`src/sv/i2c3ag_pkg.sv`:
```
// Shared types, constants and the geometry decode of the im2col 3D address generator.
package i2c3ag_pkg;

  // Field widths of the channels and registers.
  localparam int GEOM_W     = 43;
  localparam int CH_W       = 11;
  localparam int CFG_IDX_W  = 2;
  localparam int BASE_W     = 46;
  localparam int ROW_W      = 32;
  localparam int COL_W      = 34;
  localparam int ADDR_W     = 47;
  localparam int SIZE_FLD_W = 11;
  localparam int FILT_FLD_W = 8;
  localparam int PAD_W      = 8;
  localparam int STRIDE_W   = 8;

  // Bit positions inside a geometry register.
  localparam int SIZE_LSB   = 0;
  localparam int FILT_LSB   = 11;
  localparam int PL_LSB     = 19;
  localparam int PH_LSB     = 27;
  localparam int ST_LSB     = 35;

  // Register values after reset: size 1, filter 1, no padding, stride 1.
  localparam logic [GEOM_W-1:0] GEOM_RESET = 43'd34359740417;
  localparam logic [CH_W-1:0]   CH_RESET   = 11'd1;

  // Default limits for the size and filter fields.
  localparam int DEF_MAX_VOLUME_SIZE = 1024;
  localparam int DEF_MAX_FILTER_SIZE = 255;

  // Register indexes on the configuration channel.
  localparam logic [CFG_IDX_W-1:0] REG_GEOM0    = 2'd0;
  localparam logic [CFG_IDX_W-1:0] REG_GEOM1    = 2'd1;
  localparam logic [CFG_IDX_W-1:0] REG_GEOM2    = 2'd2;
  localparam logic [CFG_IDX_W-1:0] REG_CHANNELS = 2'd3;

  // Input actions and result status codes.
  localparam logic ACT_START  = 1'b0;
  localparam logic ACT_STEP   = 1'b1;
  localparam logic ST_ELEMENT = 1'b0;
  localparam logic ST_DONE    = 1'b1;

  // One spatial dimension after clamping; a zero stride is already replaced by one.
  typedef struct packed {
    logic [SIZE_FLD_W-1:0] size;
    logic [FILT_FLD_W-1:0] filt;
    logic [PAD_W-1:0]      pl;
    logic [PAD_W-1:0]      ph;
    logic [STRIDE_W-1:0]   st;
  } dim_geom_t;

  // One element as the walker sees it, before the address arithmetic.
  typedef struct packed {
    logic                  status;
    logic [ROW_W-1:0]      row;
    logic [COL_W-1:0]      col;
    logic                  inr;
    logic                  last;
    logic [CH_W-1:0]       ch;
    logic [SIZE_FLD_W-1:0] x;
    logic [SIZE_FLD_W-1:0] y;
    logic [SIZE_FLD_W-1:0] z;
    logic [BASE_W-1:0]     base;
  } elem_t;

  function automatic dim_geom_t unpack_geom(input logic [GEOM_W-1:0]     raw,
                                            input logic [SIZE_FLD_W-1:0] max_size,
                                            input logic [FILT_FLD_W-1:0] max_filt);
    dim_geom_t g;
    g.size = raw[SIZE_LSB +: SIZE_FLD_W];
    g.filt = raw[FILT_LSB +: FILT_FLD_W];
    g.pl   = raw[PL_LSB +: PAD_W];
    g.ph   = raw[PH_LSB +: PAD_W];
    g.st   = raw[ST_LSB +: STRIDE_W];
    if (g.size > max_size) g.size = max_size;
    if (g.filt > max_filt) g.filt = max_filt;
    if (g.st == '0) g.st = STRIDE_W'(1);
    return g;
  endfunction

endpackage

```
`src/sv/i2c3ag_if.sv`:
```
// Channel interfaces of the im2col 3D address generator: input, result and configuration.
interface i2c3ag_in_if import i2c3ag_pkg::*; ();
  logic              valid;
  logic              ready;
  logic              action;
  logic [BASE_W-1:0] instance_base;

  modport source(output valid, action, instance_base, input ready);
  modport sink(input valid, action, instance_base, output ready);
endinterface

interface i2c3ag_out_if import i2c3ag_pkg::*; ();
  logic              valid;
  logic              ready;
  logic              status;
  logic [ROW_W-1:0]  matrix_row;
  logic [COL_W-1:0]  matrix_column;
  logic [ADDR_W-1:0] source_address;
  logic              in_range;
  logic              last_element;

  modport source(output valid, status, matrix_row, matrix_column, source_address,
                 in_range, last_element, input ready);
  modport sink(input valid, status, matrix_row, matrix_column, source_address,
               in_range, last_element, output ready);
endinterface

interface i2c3ag_cfg_if import i2c3ag_pkg::*; ();
  logic                 valid;
  logic                 ready;
  logic [CFG_IDX_W-1:0] index;
  logic [GEOM_W-1:0]    data;

  modport source(output valid, index, data, input ready);
  modport sink(input valid, index, data, output ready);
endinterface

```
`src/sv/im2col_3d_address_generator.sv`:
```
// Top level of the im2col 3D address generator: configuration registers, walker and address pipeline.
//
// This block walks the unrolled (im2col) matrix of one 3D instance volume with per-dimension
// low and high padding and stride. A start item (action 0) loads the instance base address,
// resets the walk and produces no result; it takes effect in the cycle it is accepted. Each step
// item (action 1) produces exactly one result: the next element's matrix row (output position,
// dim0 fastest), matrix column (filter tap, dim0 fastest, then channel), source address and
// an in-range flag, with last_element marking the final element. Padding elements report address
// zero and in_range zero, and a step with nothing left reports status 1 with all other fields zero.
// The block accepts one item every cycle while the pipeline has room. A step's result passes
// through the address pipeline, which registers the item and then forms the linear offset with
// three chained 11-bit multiply-adds, one per stage, and then adds the base. The walk state
// itself (window origins, tap counters, row and column counters) advances in the accept cycle,
// so consecutive steps never wait on each other. The pipeline is elastic: when the result side
// stalls, items pile up in the stages and ready drops only when every stage is full. The
// configuration registers are used live and must be written only while no step is in flight.
// There is no memory and no clearing pass after reset. Volume sizes above MAX_VOLUME_SIZE and
// filter sizes above MAX_FILTER_SIZE are clamped to those limits, and a zero stride acts as one.
module im2col_3d_address_generator import i2c3ag_pkg::*; #(
  parameter int MAX_VOLUME_SIZE = DEF_MAX_VOLUME_SIZE,
  parameter int MAX_FILTER_SIZE = DEF_MAX_FILTER_SIZE
) (
  input  logic         clk,
  input  logic         rst_n,
  i2c3ag_cfg_if.sink   cfg_ch,
  i2c3ag_in_if.sink    in_ch,
  i2c3ag_out_if.source out_ch
);

  logic [GEOM_W-1:0] geom_raw_r [3];
  logic [CH_W-1:0]   ch_count_r;
  dim_geom_t         geom [3];
  elem_t             elem;
  logic              take;
  logic              in_rdy;

  // The register file never stalls a write.
  assign cfg_ch.ready = 1'b1;

  always_ff @(posedge clk) begin
    if (!rst_n) begin
      geom_raw_r[0] <= GEOM_RESET;
      geom_raw_r[1] <= GEOM_RESET;
      geom_raw_r[2] <= GEOM_RESET;
      ch_count_r    <= CH_RESET;
    end else if (cfg_ch.valid && cfg_ch.ready) begin
      case (cfg_ch.index)
        REG_GEOM0:    geom_raw_r[0] <= cfg_ch.data;
        REG_GEOM1:    geom_raw_r[1] <= cfg_ch.data;
        REG_GEOM2:    geom_raw_r[2] <= cfg_ch.data;
        REG_CHANNELS: ch_count_r    <= cfg_ch.data[CH_W-1:0];
        default: begin
        end
      endcase
    end
  end

  // Decode the packed geometry fields, applying the size limits and the zero-stride rule.
  always_comb begin
    for (int d = 0; d < 3; d++) begin
      geom[d] = unpack_geom(geom_raw_r[d], SIZE_FLD_W'(MAX_VOLUME_SIZE),
                            FILT_FLD_W'(MAX_FILTER_SIZE));
    end
  end

  assign in_ch.ready = in_rdy;
  assign take        = in_ch.valid && in_rdy;

  i2c3ag_walker #(
    .MAX_VOLUME_SIZE(MAX_VOLUME_SIZE),
    .MAX_FILTER_SIZE(MAX_FILTER_SIZE)
  ) u_walker (
    .clk      (clk),
    .rst_n    (rst_n),
    .geom     (geom),
    .channels (ch_count_r),
    .take     (take),
    .action   (in_ch.action),
    .base_in  (in_ch.instance_base),
    .elem     (elem)
  );

  // Only step items carry a result into the pipeline.
  i2c3ag_addr_pipe u_addr_pipe (
    .clk    (clk),
    .rst_n  (rst_n),
    .geom   (geom),
    .push   (take && (in_ch.action == ACT_STEP)),
    .elem   (elem),
    .in_rdy (in_rdy),
    .out_ch (out_ch)
  );

`ifndef NO_ASSERTIONS
  a_done_is_blank: assert property (@(posedge clk) disable iff (!rst_n)
    out_ch.valid && (out_ch.status == ST_DONE) |->
      (out_ch.matrix_row == '0) && (out_ch.matrix_column == '0) &&
      (out_ch.source_address == '0) && !out_ch.in_range && !out_ch.last_element)
    else $error("end-of-walk result carries nonzero fields");

  a_pad_no_addr: assert property (@(posedge clk) disable iff (!rst_n)
    out_ch.valid && !out_ch.in_range |-> (out_ch.source_address == '0))
    else $error("padding element carries a source address");

  a_last_is_element: assert property (@(posedge clk) disable iff (!rst_n)
    out_ch.valid && out_ch.last_element |-> (out_ch.status == ST_ELEMENT))
    else $error("final-element flag on a result without an element");
`endif

endmodule

```
`src/sv/i2c3ag_walker.sv`:
```
// Walk state of the unrolled matrix: window origins, tap counters, row and column counters.
module i2c3ag_walker import i2c3ag_pkg::*; #(
  parameter int MAX_VOLUME_SIZE = DEF_MAX_VOLUME_SIZE,
  parameter int MAX_FILTER_SIZE = DEF_MAX_FILTER_SIZE
) (
  input  logic              clk,
  input  logic              rst_n,
  input  dim_geom_t         geom [3],
  input  logic [CH_W-1:0]   channels,
  input  logic              take,
  input  logic              action,
  input  logic [BASE_W-1:0] base_in,
  output elem_t             elem
);

  // The origin runs from minus the low pad up to size plus high pad minus filter.
  localparam int ORIGIN_W = $clog2(MAX_VOLUME_SIZE + 256) + 1;
  localparam int CMP_W    = ORIGIN_W + 2;
  localparam int TAP_W    = (MAX_FILTER_SIZE > 1) ? $clog2(MAX_FILTER_SIZE + 1) : 1;

  logic                       active_r, active_nxt;
  logic [BASE_W-1:0]          base_r, base_nxt;
  logic signed [ORIGIN_W-1:0] origin_r [3];
  logic signed [ORIGIN_W-1:0] origin_nxt [3];
  logic [TAP_W-1:0]           tap_r [3];
  logic [TAP_W-1:0]           tap_nxt [3];
  logic [CH_W-1:0]            ch_r, ch_nxt;
  logic [ROW_W-1:0]           row_r, row_nxt;
  logic [COL_W-1:0]           col_r, col_nxt;

  logic signed [CMP_W-1:0]    coord [3];
  logic signed [CMP_W-1:0]    size_s [3];
  logic signed [ORIGIN_W-1:0] origin_lo [3];
  logic signed [ORIGIN_W-1:0] origin_adv [3];
  logic [2:0]                 inr_d;
  logic [2:0]                 ofin;
  logic [2:0]                 tap_last;
  logic [2:0]                 nonempty_d;
  logic                       ch_last;
  logic                       col_final;
  logic                       row_final;
  logic                       last;

  always_comb begin
    for (int d = 0; d < 3; d++) begin
      coord[d]  = CMP_W'(origin_r[d]) + signed'(CMP_W'(tap_r[d]));
      size_s[d] = signed'(CMP_W'(geom[d].size));
      inr_d[d]  = (coord[d] >= 0) && (coord[d] < size_s[d]);
      // No further window position fits after this origin.
      ofin[d] = (CMP_W'(origin_r[d]) + signed'(CMP_W'(geom[d].st))) >
                (size_s[d] + signed'(CMP_W'(geom[d].ph)) - signed'(CMP_W'(geom[d].filt)));
      tap_last[d]   = (9'(tap_r[d]) + 9'd1) >= 9'(geom[d].filt);
      origin_lo[d]  = ORIGIN_W'(-signed'(CMP_W'(geom[d].pl)));
      origin_adv[d] = ORIGIN_W'(CMP_W'(origin_r[d]) + signed'(CMP_W'(geom[d].st)));
      nonempty_d[d] = (geom[d].filt != '0) &&
                      ((12'(geom[d].size) + 12'(geom[d].pl) + 12'(geom[d].ph)) >=
                       12'(geom[d].filt));
    end
  end

  assign ch_last   = (12'(ch_r) + 12'd1) >= 12'(channels);
  assign col_final = ch_last && (&tap_last);
  assign row_final = &ofin;
  assign last      = col_final && row_final;

  always_comb begin
    logic carry;
    carry      = 1'b0;
    active_nxt = active_r;
    base_nxt   = base_r;
    ch_nxt     = ch_r;
    row_nxt    = row_r;
    col_nxt    = col_r;
    for (int d = 0; d < 3; d++) begin
      origin_nxt[d] = origin_r[d];
      tap_nxt[d]    = tap_r[d];
    end
    if (take) begin
      if (action == ACT_START) begin
        base_nxt   = base_in;
        ch_nxt     = '0;
        row_nxt    = '0;
        col_nxt    = '0;
        active_nxt = (channels != '0) && (&nonempty_d);
        for (int d = 0; d < 3; d++) begin
          origin_nxt[d] = origin_lo[d];
          tap_nxt[d]    = '0;
        end
      end else if (active_r) begin
        carry = 1'b1;
        if (col_final) begin
          // End of a row: clear the taps and move the window like an odometer.
          ch_nxt  = '0;
          col_nxt = '0;
          row_nxt = row_r + ROW_W'(1);
          for (int d = 0; d < 3; d++) begin
            tap_nxt[d] = '0;
            if (carry) begin
              if (!ofin[d]) begin
                origin_nxt[d] = origin_adv[d];
                carry         = 1'b0;
              end else begin
                origin_nxt[d] = origin_lo[d];
              end
            end
          end
        end else begin
          col_nxt = col_r + COL_W'(1);
          for (int d = 0; d < 3; d++) begin
            if (carry) begin
              if (!tap_last[d]) begin
                tap_nxt[d] = tap_r[d] + TAP_W'(1);
                carry      = 1'b0;
              end else begin
                tap_nxt[d] = '0;
              end
            end
          end
          if (carry) ch_nxt = ch_r + CH_W'(1);
        end
        if (last) active_nxt = 1'b0;
      end
    end
  end

  always_ff @(posedge clk) begin
    if (!rst_n) begin
      active_r <= 1'b0;
      base_r   <= '0;
      ch_r     <= '0;
      row_r    <= '0;
      col_r    <= '0;
      for (int d = 0; d < 3; d++) begin
        origin_r[d] <= '0;
        tap_r[d]    <= '0;
      end
    end else begin
      active_r <= active_nxt;
      base_r   <= base_nxt;
      ch_r     <= ch_nxt;
      row_r    <= row_nxt;
      col_r    <= col_nxt;
      for (int d = 0; d < 3; d++) begin
        origin_r[d] <= origin_nxt[d];
        tap_r[d]    <= tap_nxt[d];
      end
    end
  end

  // An inactive walk reports that nothing remains, with every other field zero.
  always_comb begin
    elem = '0;
    if (!active_r) begin
      elem.status = ST_DONE;
    end else begin
      elem.status = ST_ELEMENT;
      elem.row    = row_r;
      elem.col    = col_r;
      elem.inr    = &inr_d;
      elem.last   = last;
      elem.ch     = ch_r;
      elem.x      = coord[0][SIZE_FLD_W-1:0];
      elem.y      = coord[1][SIZE_FLD_W-1:0];
      elem.z      = coord[2][SIZE_FLD_W-1:0];
      elem.base   = base_r;
    end
  end

`ifndef NO_ASSERTIONS
  a_last_ends_walk: assert property (@(posedge clk) disable iff (!rst_n)
    take && (action == ACT_STEP) && active_r && last |=> !active_r)
    else $error("walk still active after its final element");

  a_start_clears: assert property (@(posedge clk) disable iff (!rst_n)
    take && (action == ACT_START) |=> (row_r == '0) && (col_r == '0) && (ch_r == '0))
    else $error("start did not clear the row, column and channel counters");

  a_idle_step_stays_idle: assert property (@(posedge clk) disable iff (!rst_n)
    take && (action == ACT_STEP) && !active_r |=> !active_r)
    else $error("step on an idle walk made it active");
`endif

endmodule

```
`src/sv/i2c3ag_addr_pipe.sv`:
```
// Elastic multiply-add pipeline that turns coordinates into the source address, with output register.
module i2c3ag_addr_pipe import i2c3ag_pkg::*; (
  input  logic                 clk,
  input  logic                 rst_n,
  input  dim_geom_t            geom [3],
  input  logic                 push,
  input  elem_t                elem,
  output logic                 in_rdy,
  i2c3ag_out_if.source         out_ch
);

  localparam int T1_W = 2 * SIZE_FLD_W;
  localparam int T2_W = T1_W + SIZE_FLD_W;
  localparam int T3_W = T2_W + SIZE_FLD_W;

  typedef struct packed {
    logic             status;
    logic [ROW_W-1:0] row;
    logic [COL_W-1:0] col;
    logic             inr;
    logic             last;
  } meta_t;

  logic v1_r, v2_r, v3_r, v4_r, vo_r;
  logic adv1, adv2, adv3, adv4, adv_o;

  elem_t                 s1_r;
  meta_t                 meta2_r, meta3_r, meta4_r, meta_o_r;
  logic [T1_W-1:0]       t1_r;
  logic [T2_W-1:0]       t2_r;
  logic [T3_W-1:0]       t3_r;
  logic [SIZE_FLD_W-1:0] x2_r, y2_r, x3_r;
  logic [BASE_W-1:0]     base2_r, base3_r, base4_r;
  logic [ADDR_W-1:0]     addr_o_r;
  meta_t                 meta1;

  assign adv_o  = !vo_r || out_ch.ready;
  assign adv4   = !v4_r || adv_o;
  assign adv3   = !v3_r || adv4;
  assign adv2   = !v2_r || adv3;
  assign adv1   = !v1_r || adv2;
  assign in_rdy = adv1;

  assign meta1 = '{status: s1_r.status, row: s1_r.row, col: s1_r.col,
                   inr: s1_r.inr, last: s1_r.last};

  always_ff @(posedge clk) begin
    if (!rst_n) begin
      v1_r <= 1'b0;
      v2_r <= 1'b0;
      v3_r <= 1'b0;
      v4_r <= 1'b0;
      vo_r <= 1'b0;
    end else begin
      if (adv1)  v1_r <= push;
      if (adv2)  v2_r <= v1_r;
      if (adv3)  v3_r <= v2_r;
      if (adv4)  v4_r <= v3_r;
      if (adv_o) vo_r <= v4_r;
    end
  end

  // Offset = ((channel * S2 + z) * S1 + y) * S0 + x, one product per stage.
  always_ff @(posedge clk) begin
    if (adv1) s1_r <= elem;
    if (adv2) begin
      meta2_r <= meta1;
      t1_r    <= T1_W'(s1_r.ch) * T1_W'(geom[2].size) + T1_W'(s1_r.z);
      y2_r    <= s1_r.y;
      x2_r    <= s1_r.x;
      base2_r <= s1_r.base;
    end
    if (adv3) begin
      meta3_r <= meta2_r;
      t2_r    <= T2_W'(t1_r) * T2_W'(geom[1].size) + T2_W'(y2_r);
      x3_r    <= x2_r;
      base3_r <= base2_r;
    end
    if (adv4) begin
      meta4_r <= meta3_r;
      t3_r    <= T3_W'(t2_r) * T3_W'(geom[0].size) + T3_W'(x3_r);
      base4_r <= base3_r;
    end
    if (adv_o) begin
      meta_o_r <= meta4_r;
      addr_o_r <= meta4_r.inr ? (ADDR_W'(base4_r) + ADDR_W'(t3_r)) : '0;
    end
  end

  assign out_ch.valid          = vo_r;
  assign out_ch.status         = meta_o_r.status;
  assign out_ch.matrix_row     = meta_o_r.row;
  assign out_ch.matrix_column  = meta_o_r.col;
  assign out_ch.source_address = addr_o_r;
  assign out_ch.in_range       = meta_o_r.inr;
  assign out_ch.last_element   = meta_o_r.last;

endmodule
```
`src/flat_wrapper.sv`:
```
// flat-port wrapper written by rule: the top's interface ports become plain ports
module im2col_3d_address_generator_flat import i2c3ag_pkg::*;
#(
  parameter int MAX_VOLUME_SIZE = DEF_MAX_VOLUME_SIZE,
  parameter int MAX_FILTER_SIZE = DEF_MAX_FILTER_SIZE
)
  (clk, rst_n, cfg_ch_valid, cfg_ch_index, cfg_ch_data, cfg_ch_ready, in_ch_valid, in_ch_action, in_ch_instance_base, in_ch_ready, out_ch_valid, out_ch_status, out_ch_matrix_row, out_ch_matrix_column, out_ch_source_address, out_ch_in_range, out_ch_last_element, out_ch_ready);
  i2c3ag_cfg_if cfg_ch_i ();
  i2c3ag_in_if in_ch_i ();
  i2c3ag_out_if out_ch_i ();
  input  logic clk;
  input  logic rst_n;
  input wire logic [$bits(cfg_ch_i.valid)-1:0] cfg_ch_valid;
  input wire logic [$bits(cfg_ch_i.index)-1:0] cfg_ch_index;
  input wire logic [$bits(cfg_ch_i.data)-1:0] cfg_ch_data;
  output wire logic [$bits(cfg_ch_i.ready)-1:0] cfg_ch_ready;
  input wire logic [$bits(in_ch_i.valid)-1:0] in_ch_valid;
  input wire logic [$bits(in_ch_i.action)-1:0] in_ch_action;
  input wire logic [$bits(in_ch_i.instance_base)-1:0] in_ch_instance_base;
  output wire logic [$bits(in_ch_i.ready)-1:0] in_ch_ready;
  output wire logic [$bits(out_ch_i.valid)-1:0] out_ch_valid;
  output wire logic [$bits(out_ch_i.status)-1:0] out_ch_status;
  output wire logic [$bits(out_ch_i.matrix_row)-1:0] out_ch_matrix_row;
  output wire logic [$bits(out_ch_i.matrix_column)-1:0] out_ch_matrix_column;
  output wire logic [$bits(out_ch_i.source_address)-1:0] out_ch_source_address;
  output wire logic [$bits(out_ch_i.in_range)-1:0] out_ch_in_range;
  output wire logic [$bits(out_ch_i.last_element)-1:0] out_ch_last_element;
  input wire logic [$bits(out_ch_i.ready)-1:0] out_ch_ready;
  assign cfg_ch_i.valid = cfg_ch_valid;
  assign cfg_ch_i.index = cfg_ch_index;
  assign cfg_ch_i.data = cfg_ch_data;
  assign cfg_ch_ready = cfg_ch_i.ready;
  assign in_ch_i.valid = in_ch_valid;
  assign in_ch_i.action = in_ch_action;
  assign in_ch_i.instance_base = in_ch_instance_base;
  assign in_ch_ready = in_ch_i.ready;
  assign out_ch_valid = out_ch_i.valid;
  assign out_ch_status = out_ch_i.status;
  assign out_ch_matrix_row = out_ch_i.matrix_row;
  assign out_ch_matrix_column = out_ch_i.matrix_column;
  assign out_ch_source_address = out_ch_i.source_address;
  assign out_ch_in_range = out_ch_i.in_range;
  assign out_ch_last_element = out_ch_i.last_element;
  assign out_ch_i.ready = out_ch_ready;
  im2col_3d_address_generator #(.MAX_VOLUME_SIZE(MAX_VOLUME_SIZE), .MAX_FILTER_SIZE(MAX_FILTER_SIZE)) u_core (.clk(clk), .rst_n(rst_n), .cfg_ch(cfg_ch_i), .in_ch(in_ch_i), .out_ch(out_ch_i));
endmodule
```
`config.mk`:
```
export PLATFORM = sky130hd
export DESIGN_NAME = im2col_3d_address_generator_flat
export DESIGN_NICKNAME = d
export VERILOG_FILES = /design/src/sv/i2c3ag_pkg.sv /design/src/sv/i2c3ag_if.sv /design/src/sv/im2col_3d_address_generator.sv /design/src/sv/i2c3ag_walker.sv /design/src/sv/i2c3ag_addr_pipe.sv /design/src/flat_wrapper.sv
export SDC_FILE = /design/constraint.sdc
export NUM_CORES = 2
export LEC_CHECK = 0
export ABC_AREA = 0
export CAP_MARGIN = 20
export CORE_MARGIN = 3
export CORE_UTILIZATION = 37
export DETAILED_ROUTE_END_ITERATION = 6
export DONT_BUFFER_PORTS = 1
export PLACE_DENSITY_LB_ADDON = 0.3
export SLEW_MARGIN = 20
export SYNTH_ARGS = -nofsm -noshare
export SYNTH_HDL_FRONTEND = slang
export SYNTH_SLANG_ARGS = --single-unit
export TNS_END_PERCENT = 30
```
`constraint.sdc`:
```
create_clock -name clk -period 11.1 [get_ports clk]
set_input_delay 1.11 -clock clk [delete_from_list [all_inputs] [get_ports clk]]
set_output_delay 1.11 -clock clk [all_outputs]
set_load 0.02 [all_outputs]
```
# Word-level counts from Yosys, hierarchy flattened
# Memories as Yosys holds them, arrays and structs flattened.
# Cells that the tools add are included.
# W data, S select, Z words.
totals:
  reg_bits: 892
  word_cells: 260
  out_inout_bits: 119
  latch_bits: 0
  n_memories: 3
  in_bits: 97
  mem_bits_ro: 0
  mem_bits_rw: 189
op_classes:
  mul: 3
  bitwise: 10
  n_addsub: 35
  order_cmp: 22
  n_mux: 92
  n_reduce_logical: 38
  shifts: 0
  n_eq_ne: 6
  div: 0
memory_table:
  columns: ["memory", "words", "width", "rd", "rd_clocked_by_memory_dff", "write_ports", "line_no", "text"]
  rows:
  - ["u_core.geom_raw_r", 3, 43, 3, 0, 3, "im2col_3d_address_generator.sv:30", "logic [GEOM_W-1:0] geom_raw_r [3];"]
  - ["u_core.u_walker.origin_r", 3, 12, 3, 0, 3, "i2c3ag_walker.sv:23", "logic signed [ORIGIN_W-1:0] origin_r [3];"]
  - ["u_core.u_walker.tap_r", 3, 8, 3, 0, 3, "i2c3ag_walker.sv:25", "logic [TAP_W-1:0] tap_r [3];"]
ops:
  columns: ["operator", "count"]
  rows:
  - ["$mux W36", 4]
  - ["$mux W43", 3]
  - ["$mux W8", 14]
  - ["$mux W34", 3]
  - ["$mux W12", 8]
  - ["$mux W24", 4]
  - ["$mux W32", 3]
  - ["$add A12 B9 Y13", 6]
  - ["$mux W11", 7]
  - ["$add A11 B8 Y12", 6]
  - ["$add A46 B44 Y47", 1]
  - ["$mux W1", 46]
  - ["$add A44 B11 Y44", 1]
  - ["$mul A33 B11 Y44", 1]
  - ["$ge A13 B1 Y1 const B", 3]
  - ["$gt A13 B13 Y1", 3]
  - ["$lt A13 B12 Y1", 3]
  - ["$sub A12 B8 Y13", 3]
  - ["$add A12 B8 Y12", 3]
  - ["$ge A12 B8 Y1", 3]
  - ["$neg A8 Y12", 3]
  - ["$add A34 B1 Y34 const B", 1]
  - ["$add A33 B11 Y33", 1]
  - ["$gt A11 B11 Y1 const B", 3]
  - ["other kinds (26)", 73]

# Longest topological paths before layout
# An unclocked memory read counts as a cell.
logic_depth:
  depth_word: 24
  mapped_depth: 28
  ltp_nobuf: 25

# Cells and area by module
# From an unflattened synthesis, not the netlist that was laid out.
hier_totals:
  hier_cells: 6721
  area_unflattened_um2: 73344.1
by_module_without_submodules:
  columns: ["module", "seq_area_each_um2", "area_each_um2", "instances", "cells_each"]
  rows:
  - ["i2c3ag_addr_pipe", 22681.8, 49752.7, 1, 4078]
  - ["i2c3ag_walker", 3683.5, 18430.2, 1, 2332]
  - ["im2col_3d_address_generator", 4093.9, 5161.2, 1, 311]

# Worst setup path before layout
# Ideal clock, no wire load.
synth_path:
  kind: "input -> register"
  from: "input port out_ch_ready"
  to: "register u_core.u_walker.row_r[12]"
  setup_slack_ns: -0.560
  setup_ns: 0.132
  arrival_time_ns: 11.528
  cell_stages: 12
  required_time_ns: 10.968
  path_buffers: 3
  cell_sequence: "nor2b_4 > and3_4 > inv_1 > or2_1 > clkbuf_1 > nand3_2 > or3b_1 > o21a_1 > buf_2 > buf_2 > o31ai_1 > a21oi_1"
synth_between:
  elab_chain_cells: 7
synth_rtl:
  columns: ["element", "line_no", "text"]
  rows:
  - ["from (decl)", "flat_wrapper.sv:28", "input wire logic [$bits(out_ch_i.ready)-1:0] out_ch_ready;"]
  - ["$logic_or A1 B1 Y1", "i2c3ag_addr_pipe.sv:37", "assign adv_o = !vo_r || out_ch.ready;"]
  - ["$logic_or A1 B1 Y1", "i2c3ag_addr_pipe.sv:38", "assign adv4 = !v4_r || adv_o;"]
  - ["$logic_or A1 B1 Y1", "i2c3ag_addr_pipe.sv:39", "assign adv3 = !v3_r || adv4;"]
  - ["named net u_core.u_addr_pipe.adv3", "i2c3ag_addr_pipe.sv:25", "logic adv1, adv2, adv3, adv4, adv_o;"]
  - ["$logic_or A1 B1 Y1", "i2c3ag_addr_pipe.sv:40", "assign adv2 = !v2_r || adv3;"]
  - ["$logic_or A1 B1 Y1", "i2c3ag_addr_pipe.sv:41", "assign adv1 = !v1_r || adv2;"]
  - ["named net in_ch_ready", "flat_wrapper.sv:20", "output wire logic [$bits(in_ch_i.ready)-1:0] in_ch_ready;"]
  - ["$logic_and A1 B1 Y1", "im2col_3d_address_generator.sv:67", "assign take = in_ch.valid && in_rdy;"]
  - ["$reduce_and A3 Y1 (no line)", null, null]
  - ["to (signal assigned)", "i2c3ag_walker.sv:141", "row_r <= row_nxt;"]
  - ["to (decl)", "i2c3ag_walker.sv:28", "logic [ROW_W-1:0] row_r, row_nxt;"]
# The timed path passes the listed nets, and every way through them passes these cells.
# A chain may end at the register's enable or synchronous reset.

==> flow_summary_export.csv <==
group,metric,value,unit
timing,setup_tns,0,ns
min_path,hold_depth,0,
synthesis,synthDistinctLibCells,90,
floorplan,core,193600,sq um
timing,rsz0062_at_grt,"false",
clocking,cts_resized,0,
timing,setup_viol,0,
clocking,clock_sinks,1081,
worst_setup_path,critPathMaxFanout,49,
worst_setup_path,cp-end-kind,"flip-flop",
synthesis,synth-seq-cells,1081,
clocking,cts_buffer_depth,3,
place,gp_congestion,0.8775,
timing,clock_skew,0.05162,ns
grt,grt_max_degree,117,
min_path,min_to,"u_core.u_addr_pipe.meta2_r[28]",
place,io_buffers,0,
pwr,vdd_ir_drop_max,0.0001207,V
min_path,hold_path_class,"flip-flop to flip-flop",
timing,period_needed,7.308,ns
flow_run,maxCapViolCount,0,
grt,grt_overflow_total,0,
grt,grt_first_pass_wirelength,277400,um
routing,avgRoutedWirePerCell,19.28,um
routing,drc,0,
grt,antenna_found_initial,12,
timing,maxSlewViolCount,0,
worst_setup_path,cp-start-kind,"flip-flop",
synthesis,ys.flop_type,"edfxtp_1",
timing,relSlewSlack,26.26,%
grt,grt.total_usage,17.79,%
floorplan,fp.dieH,448.5,um
timing,tightestPinTransition,1.102,ns
finish,drive_gt1_share,4.578,%
clocking,post_cts_buffers,0,
clocking,cts_hold_buffers,0,
pwr,powerDensity,123.5,nW/um^2
routing,vias_per_cell,4.988,
worst_setup_path,slowest_stage,"o31ai_2",
worst_setup_path,worstPathArrival,7.78,ns
floorplan,die_w,448.5,um
routing,drt_iter0_markers,3186,
clocking,cts-buffers-inserted,111,
finish,mostFrequentLayoutCell,"inv_1",
clocking,insertion_delay,0.76,ns
floorplan,initial_core_util,37.42,%
routing,wl,177600,um
clocking,cts-root-buf,"clkbuf_16",
clocking,cts_max_level,3,
clocking,cts_tree,"built",
synthesis,syn_nets,7842,
grt,grt_pass1_vias,47420,
worst_setup_path,crit_type,"flip-flop to flip-flop",
place,post-place-cells,8992,
floorplan,row_count,161,
worst_setup_path,path_common_cell,"fa_1",
routing,ant_nets,0,
synthesis,synth_edf_count,881,
finish,fin_nets,7757,
place,dpl.hpwl,135500,um
pwr,power_leakage,0.03599,uW
synthesis,ys_seq_area_share,42.05,%
synthesis,synth-warning-count,0,
timing,fin_crit_sh,65.84,%
synthesis,syn_area_per_cell,11.00,sq um
worst_setup_path,reg2reg_to,"u_core.u_addr_pipe.t3_r[41]",
routing,vias,45960,
finish,layout_common_cells,"inv_1, edfxtp_1, nand2_1, fa_1, and2_1",
worst_setup_path,r2r-start,"u_core.geom_raw_r[0][10]",
timing,hold_violations,0,
routing,dr.pass1.iters,5,
worst_setup_path,crit_chain,"buf_4 > nor2b_2 > buf_4 > nand2_1 > fa_1 > fa_1 > fa_1 > inv_1 > fa_1 > inv_1 > fa_1 > inv_1 > ha_1 > o21ai_0 > o2bb2ai_1 > a31o_2 > o21a_1 > o31ai_2 > a21oi_1 > o31ai_1 > nand2_1 > o21ai_1 > xor2_1",
run_status,outcome,"complete, no violations",
clocking,path_clk_slew,0.06,ns
worst_setup_path,cp.required,11.57,ns
finish,area_growth,9.093,%
worst_setup_path,cp_slowest_stage_delay,0.66,ns
synthesis,netlist_instances,6584,
min_path,worstHoldStart,"u_core.u_addr_pipe.meta1[28]",
worst_setup_path,r2r_setup_slack,3.79,ns
worst_setup_path,rr_worst_depth,23,
finish,final_cells,9214,
synthesis,syn-cell-area,72430,sq um
floorplan,io_pins,216,
synthesis,synthArstFlopShare,0,%
timing,fmax,136.8,MHz
floorplan,dieArea,201100,sq um
## critical path: cells and delay by family (launching register included)
kind                     cells  cell delay [ns]
flip-flops                   1             0.36
adder cells (fa/ha/maj)      6             2.87
AO/OA/AOI/OAI                8             2.30
AND/OR/NAND/NOR              3             0.47
buffers and inverters        5             0.87
XOR/XNOR                     1             0.08
## layout make-up
| cell class | instances | area [sq um] |
|---|---|---|
| Fill cell | 18450 | 114600 |
| Multi-Input combinational cell | 4279 | 37470 |
| Sequential cell | 1081 | 30460 |
| Inverter | 964 | 3628 |
| Tap cell | 2608 | 3263 |
| Clock buffer | 133 | 2892 |
| Clock inverter | 78 | 774.5 |
| Timing Repair Buffer | 62 | 505.5 |
| Antenna cell | 9 | 22.52 |
## worst max-delay path by stage
stage                                  start                           to  slack [ns]
floorplan                       out_ch_ready    u_core.u_walker.row_r[12]        2.23
finish              u_core.geom_raw_r[0][10]  u_core.u_addr_pipe.t3_r[41]        3.79
CTS                 u_core.geom_raw_r[0][10]  u_core.u_addr_pipe.t3_r[41]        3.84
global route        u_core.geom_raw_r[0][10]  u_core.u_addr_pipe.t3_r[41]        3.37
detailed placement  u_core.geom_raw_r[0][10]  u_core.u_addr_pipe.t3_r[41]        3.85
global placement    u_core.geom_raw_r[0][10]  u_core.u_addr_pipe.t3_r[41]        3.99
## through the flow
stage	instance area [sq um]	util, %	power, uW	hold slack (ns)	setup slack, ns
detailed placement	75280	38.88	6101	0.4045	3.852
CTS	78940	40.78	9853	0.4058	3.836
floorplan	72430	-	5656	0.4003	2.234
global route	79010	40.81	10210	0.4121	3.368
global placement	75270	38.88	6065	0.4009	3.992
finish	79020	40.82	9757	0.4003	3.792
## synthesized netlist by cell type (all sizes together) (8+ instances only)
master    n  area, sq um
o21a     46        345.3
a21oi   299         1500
nand3    93        470.5
buf      23        113.9
dfxtp   200         4004
nor2b    69        439.2
o211ai   25        187.7
nor2    233        882.1
fa      628        12570
clkbuf  237        890.9
nand4    60        375.4
a21boi   13        97.59
a41oi     9        86.34
inv     962         3611
nand2b   34        212.7
o21bai   54        405.4
or4      11        86.33
o21ai   126        634.4
or2       8        50.05
a311oi   13        113.9
o31ai    12        95.09
edfxtp  881        26460
o211a    10        100.1
a211oi   22        165.2
nor4     21        131.4
a31oi    18        127.6
nand2   715         2684
xor2     98        858.3
mux2i    38        380.4
a21o    121        909.6
and3     33        216.5
ha      533         6669
a31o      8        70.07
or3      35        219.0
and2    545         3410
xnor2   199         1743
nor3     65        325.3
## per-layer routing
layer / track usage [%] / routed length [um] / part of all wire, %
met2: 30.05 / 85790 / 48
met5: 0 / 0 / 0
met1: 23.90 / 78360 / 44
met4: 4.829 / 4911 / 2.8
met3: 2.552 / 8563 / 4.8
## power by group
| group | total, uW | switching, uW | leakage [uW] | internal (uW) |
|---|---|---|---|---|
| Combinational | 1480 | 907 | 0.0221 | 575 |
| Sequential | 4550 | 104 | 0.0121 | 4450 |
| Clock | 3730 | 1620 | 0.00177 | 2110 |
## state kept, by name, indices dropped and copies added (netlist names), 22 cells and up
| name | count |
|---|---|
| u_core.geom_raw_r | 129 |
| u_core.u_addr_pipe.s1_r | 90 |
| u_core.u_addr_pipe.meta1 | 69 |
| u_core.u_addr_pipe.meta2_r | 69 |
| u_core.u_addr_pipe.meta3_r | 69 |
| u_core.u_addr_pipe.meta4_r | 69 |
| u_core.u_addr_pipe.out_ch.source_address | 47 |
| u_core.u_addr_pipe.base2_r | 46 |
| u_core.u_addr_pipe.base3_r | 46 |
| u_core.u_addr_pipe.base4_r | 46 |
| u_core.u_walker.base_r | 46 |
| u_core.u_addr_pipe.t3_r | 44 |
| u_core.u_walker.origin_r | 36 |
| u_core.u_addr_pipe.out_ch.matrix_column | 34 |
| u_core.u_walker.col_r | 34 |
| u_core.u_addr_pipe.t2_r | 33 |
| u_core.u_addr_pipe.out_ch.matrix_row | 32 |
| u_core.u_walker.row_r | 32 |
| u_core.u_walker.tap_r | 24 |
| u_core.u_addr_pipe.t1_r | 22 |
## cell families after synthesis
kind of cell	share of synthesized area, %
buf+inv	6.383
xor+xnor	3.591
other cells	0.005177
mux	0.5562
flops	42.05
simple gates	13.36
compound gates	7.485
fa+ha+maj	26.56
Power figures use the tool's default switching activity.
